[src/design/tccs_pkg.sv]
// Shared constants, opcodes and controller/datapath interface types for the text console.
package tccs_pkg;

  localparam int COLUMNS     = 80;
  localparam int ROWS        = 25;
  localparam int CELLS       = COLUMNS * ROWS;
  localparam int SHIFT_CELLS = COLUMNS * (ROWS - 1);

  localparam int OP_W   = 2;
  localparam int CHAR_W = 8;
  localparam int COL_W  = 7;
  localparam int ROW_W  = 5;

  localparam int ADDR_W = $clog2(CELLS);
  localparam int CNT_W  = $clog2(CELLS + 1);
  localparam int IDX_W  = 14;

  localparam logic [CHAR_W-1:0] BLANK   = 8'h20;
  localparam logic [CHAR_W-1:0] NEWLINE = 8'h0A;
  localparam logic [CHAR_W-1:0] NUL     = 8'h00;

  typedef enum logic [OP_W-1:0] {
    OP_PUT   = 2'd0,
    OP_BACK  = 2'd1,
    OP_CLEAR = 2'd2,
    OP_READ  = 2'd3
  } op_t;

  typedef struct packed {
    logic latch;
    logic exec;
    logic fill_step;
    logic scroll_step;
    logic grab_cell;
    logic load_out;
  } tccs_cmd_t;

  typedef struct packed {
    op_t  op;
    logic put_scroll;
    logic fill_last;
    logic scroll_last;
    logic out_free;
  } tccs_sts_t;

endpackage

[src/design/tccs_ctrl.sv]
// Controller state machine: sequences operations, store sweeps and result hand-off.
module tccs_ctrl import tccs_pkg::*; (
  input  logic      clk,
  input  logic      rst_n,
  input  logic      in_valid,
  output logic      in_stall,
  input  tccs_sts_t sts,
  output tccs_cmd_t cmd
);

  typedef enum logic [6:0] {
    S_INIT   = 7'b0000001,
    S_IDLE   = 7'b0000010,
    S_OP     = 7'b0000100,
    S_SCROLL = 7'b0001000,
    S_CLEAR  = 7'b0010000,
    S_READ   = 7'b0100000,
    S_DONE   = 7'b1000000
  } state_t;

  state_t state_r, state_nxt;

  always_ff @(posedge clk) begin
    if (!rst_n) begin
      state_r <= S_INIT;
    end else begin
      state_r <= state_nxt;
    end
  end

  assign in_stall = (state_r != S_IDLE);

  always_comb begin
    state_nxt = state_r;
    cmd       = '0;
    unique case (state_r)
      S_INIT: begin
        cmd.fill_step = 1'b1;
        if (sts.fill_last) state_nxt = S_IDLE;
      end
      S_IDLE: begin
        if (in_valid) begin
          cmd.latch = 1'b1;
          state_nxt = S_OP;
        end
      end
      S_OP: begin
        cmd.exec = 1'b1;
        unique case (sts.op)
          OP_PUT:   state_nxt = sts.put_scroll ? S_SCROLL : S_DONE;
          OP_BACK:  state_nxt = S_DONE;
          OP_CLEAR: state_nxt = S_CLEAR;
          OP_READ:  state_nxt = S_READ;
          default:  state_nxt = S_DONE;
        endcase
      end
      S_SCROLL: begin
        cmd.scroll_step = 1'b1;
        if (sts.scroll_last) state_nxt = S_DONE;
      end
      S_CLEAR: begin
        cmd.fill_step = 1'b1;
        if (sts.fill_last) state_nxt = S_DONE;
      end
      S_READ: begin
        cmd.grab_cell = 1'b1;
        state_nxt     = S_DONE;
      end
      S_DONE: begin
        // hold until the output register can take the beat
        if (sts.out_free) begin
          cmd.load_out = 1'b1;
          state_nxt    = S_IDLE;
        end
      end
      default: state_nxt = S_INIT;
    endcase
  end

endmodule

[config.mk]
export PLATFORM = sky130hd
export DESIGN_NAME = tccs_ctrl
export DESIGN_NICKNAME = d
export VERILOG_FILES = /design/src/design/tccs_pkg.sv /design/src/design/tccs_ctrl.sv
export SDC_FILE = /design/constraint.sdc
export NUM_CORES = 1
export LEC_CHECK = 0
export BUFFER_PORTS_ARGS = -buffer_cell sky130_fd_sc_hd__buf_2
export CORE_AREA = 2 2 39 41
export CTS_CLUSTER_SIZE = 8
export DETAILED_ROUTE_END_ITERATION = 6
export DIE_AREA = 0 0 41 43
export PLACE_DENSITY_LB_ADDON = 0.1
export SYNTH_ARGS = -nofsm -noshare
export SYNTH_HDL_FRONTEND = slang
export SYNTH_SLANG_ARGS = --single-unit
export TNS_END_PERCENT = 20
[constraint.sdc]
create_clock -name clk -period 2.2 [get_ports clk]
set_clock_uncertainty 0.15 [all_clocks]
set_input_delay 0.22 -clock clk [delete_from_list [all_inputs] [get_ports clk]]
set_output_delay 0.22 -clock clk [all_outputs]
set_load 0.05 [all_outputs]
Word level (Yosys, flattened, before mapping)
Index checks and enable logic that the tools add are counted.
W data, S select, Z words.
Cells by class
  reductions and logical operators: 3
  muxes and demuxes: 16
  equality and inequality tests: 16
Operator list (count)
  $pmux W7 S7: 1
  $mux W7: 6
  $pmux W7 S4: 1
  $ne A2 B2 Y1 const B: 5
  $mux W1: 8
  $eq A7 B1 Y1 const B: 1
  $eq A7 B2 Y1 const B: 1
  $eq A7 B3 Y1 const B: 1
  $eq A7 B4 Y1 const B: 1
  $eq A7 B5 Y1 const B: 1
  $eq A7 B6 Y1 const B: 1
  $eq A7 B7 Y1 const B: 1
  $ne A7 B2 Y1 const B: 1
  $reduce_and A5 Y1: 1
  $eq A2 B2 Y1 const B: 2
  $eq A2 B1 Y1 const B: 1
  $logic_not A2 Y1: 1
  $reduce_or A2 Y1: 1
Word-level totals
  bits of input ports: 9
  word-level logic and storage cells: 36
  output and inout port bits: 7
  register bits: 7

Longest topological paths before layout
  depth after elaboration: 3
  mapped depth: 6
  depth with buffers taken out: 5

Worst setup path before layout
Ideal clock, no wire load.
  path type: reg-to-reg
  start: register state_r[6]
  end: register state_r[4]
  setup slack: -0.893 ns
  cell stages (with the launch flop): 7
  arrival: 2.884 ns
  library setup time: 0.059 ns
  clock period less this slack: 3.093 ns
  path buffers: 1
  required time: 1.991 ns
  cell sequence: dfxtp_1 -> buf_6 -> or3_4 -> nor4_1 -> nand2_1 -> o22ai_1 -> and2_1
On the way
  longest elaborated chain between the ends: 3
  elaborated cells on any way between the ends: 14
  those cells by class: eq/ne: 12; mux: 1; reduce/logical: 1
Ends and longest elaborated chain
  start: declaration: line tccs_ctrl.sv:21  | state_t state_r, state_nxt;
  start signal: assignment: line tccs_ctrl.sv:27  | state_r <= state_nxt;
  $eq A7 B1 Y1 (tied with other cells): line tccs_ctrl.sv:36  | unique case (state_r)
  $ne A2 B2 Y1 (no line)
  $reduce_and A5 Y1 (no line)
Parallel ways exist; a longest one is shown, timed or not.
A chain may end at the register's enable or synchronous reset.

==> results.py <==
metrics = {
    "outcome": {
        "outcome": "completed",
    },
    "worst_hold_path": {
        "hold_path.class": "in -> reg",
        "min_from": "rst_n",
    },
    "floorplan": {
        "boundaryPins": 16,
        "die_area_sq_um": 1760,
        "die_y_microns": 43,
        "core_sq_um": 1380,
        "placementRows": 14,
        "start_util": 0.382,
        "die-width_microns": 41,
    },
    "synth": {
        "synth-edff-count": 0,
        "synthFlopType": "dfxtp_1",
        "ys_warn_count": 0,
        "async_reset_ff_frac": 0,
        "synth.avg_cell_area_sq_um": 7.54,
        "synth_area_sq_um": 528,
        "ys_types": 36,
        "syn-num-nets": 79,
        "synth_seq_cells": 7,
        "synthCells": 70,
        "yosysSeqAreaShare": 0.265,
    },
    "global_route": {
        "grt_pass1_vias": 523,
        "antenna_found_initial": 0,
        "track_usage": 0.182,
        "grt_overflow": 0,
        "met1_usage": 0.250,
        "grt_pass1_wl_microns": 2270,
        "grt_max_degree": 11,
        "use_met2": 0.269,
        "busiest_layer": "met2",
        "met3_usage": 0.0628,
    },
    "placement": {
        "dp_cells": 100,
        "placed_area_sq_um": 633,
        "hpwlAfterDp_microns": 1050,
        "io_buffers": 15,
        "dp_worst_setup_slack_ps": 301,
        "place.gp.congestion": 0.758,
    },
    "detailed_routing": {
        "wl_per_cell_microns": 13.0,
        "routed_via_density": 5.62,
        "vias": 584,
        "drc": 0,
        "first_pass_iters": 4,
        "drt_wl_total_microns": 1350,
        "drt_iter0_drc": 16,
        "ant_nets": 0,
    },
    "timing": {
        "setup_tns_ps": 0,
        "period_share": 0.933,
        "drv_slew": 0,
        "fmax_mhz": 487,
        "worst_hold_slack_ps": 50.9,
        "worstMarginPinSlew_ps": 397,
        "slew_headroom": 0.728,
        "rsz0062_at_grt": "no",
        "final-hold-violation-count": 0,
        "setup_viol": 0,
        "post-route-min-period_ps": 2050,
        "setup_ws_ps": 147,
    },
    "layout": {
        "final_cell_area_sq_um": 662,
        "largest_register_ff_count": 7,
        "register_area_sq_um": 140,
        "top_register": "state_r",
        "fin_util": 0.478,
        "drive_gt1_frac": 0.307,
        "fin_nets": 98,
        "diodes": 0,
        "instances_no_fill": 104,
        "fillers": 144,
        "top_regs": "state_r x7",
        "area_delta_synth_final_pct": 25.4,
        "multi_input_area_sq_um": 368,
    },
    "pwr": {
        "internal_power_mw": 0.276,
        "pwr-share-comb": 0.394,
        "power_mw": 0.442,
        "p_clk_frac": 0.261,
        "powerDensity_nw_per_um2": 668,
        "ir_drop_mv": 0.339,
        "p_seq_frac": 0.345,
        "cellLeakagePower_nw": 0.285,
        "switching_power_mw": 0.166,
        "switching_share": 0.375,
    },
    "critical_path": {
        "r2r_start": "state_r[4]",
        "crit_fanout": 7,
        "crit_path_start_kind": "flop",
        "ff2ff_setup_slack_ps": 360,
        "crit_start": "state_r[4]",
        "worstPathRequired_ps": 1830,
        "critPathCaptureType": "primary output",
        "arrival_ps": 1680,
        "critical_path_class": "reg -> out",
    },
    "clock_network": {
        "clock_latency_ps": 250,
        "postCtsHoldBufs": 0,
        "clockBufferDepth": 2,
        "cts_tree": "done",
        "clk_pin_slew_ps": 50,
        "cts-root-buf": "clkbuf_4",
        "postCtsSetupRepairBufs": 0,
        "cts_sinks": 7,
        "numCtsBuffers": 3,
        "cts.htree.levels": 1,
    },
    "run": {
        "drv_cap": 0,
    },
}
[placed cells by master (no fill, tap or decap), drive strengths merged, types with 2 or more instances in the layout]
master and instances:
inv 4, o21ai 4, nand3 3, nor3 3, buf 16, or3 2
clkbuf 5, nand2b 2, dfxtp 7, nor4 3, xor2 2, nor3b 2
nand2 6, or4b 2, nor2 9
[logic make-up after synthesis]
group                  Yosys count  synth area share
buffers and inverters            7            0.0640
AO/OA/AOI/OAI                   13             0.175
XOR/XNOR                         3            0.0498
flip-flops                       7             0.265
AND/OR/NAND/NOR                 40             0.446
[synth_stat cells, types with 2 or more instances]
library cell / instances / share of area
o21ai_0: 4 / 0.038
nor3b_1: 2 / 0.028
nor4_1: 2 / 0.024
clkbuf_1: 2 / 0.014
dfxtp_1: 7 / 0.27
nor3_1: 3 / 0.028
inv_1: 4 / 0.028
xor2_1: 2 / 0.033
nand2_1: 6 / 0.043
nor2_1: 9 / 0.064
nand3_1: 3 / 0.028
nand2b_1: 2 / 0.024
[area by class of cell]
type	instances	share of cell area
well taps	16	0.0302
flip-flops and latches	7	0.212
inverters	4	0.0227
multi-input cells	56	0.556
clock buffers	4	0.0397
repair buffers	17	0.140
[metal layers]
metal	share of wire	vias up
met5	0	-
met4	0	0
met3	0.099	0
met2	0.45	27
met1	0.45	265
li1	-	292
[worst max-delay path, stage by stage, from the launching register on]
cell and delay (ps):
dfxtp_1 490, inv_1 100, or4b_1 530, nand2_1 90, clkbuf_4 220
[power groups by stage]
stage	logic, mW	clock network (mW)	registers, mW
after floorplan	0.131	0	0.149
after global placement	0.171	0	0.155
after detailed placement	0.171	0	0.154
after CTS	0.171	0.118	0.152
after global routing	0.192	0.125	0.154
final	0.174	0.115	0.152
[what timing repair did]
item / 4_1_cts / 5_1_grt
endpoints found under the setup margin: 0 / 1
resized for setup: 0 / 1
endpoints found under the hold margin: 0 / 0
[worst paths after layout]
path | end | cells past startpoint
hold reg to reg | state_r[0] | 2
setup / recovery | cmd[3] | 4
hold / removal | state_r[0] | 2
setup reg to reg | state_r[1] | 5
(Power assumes the default switching activity.)
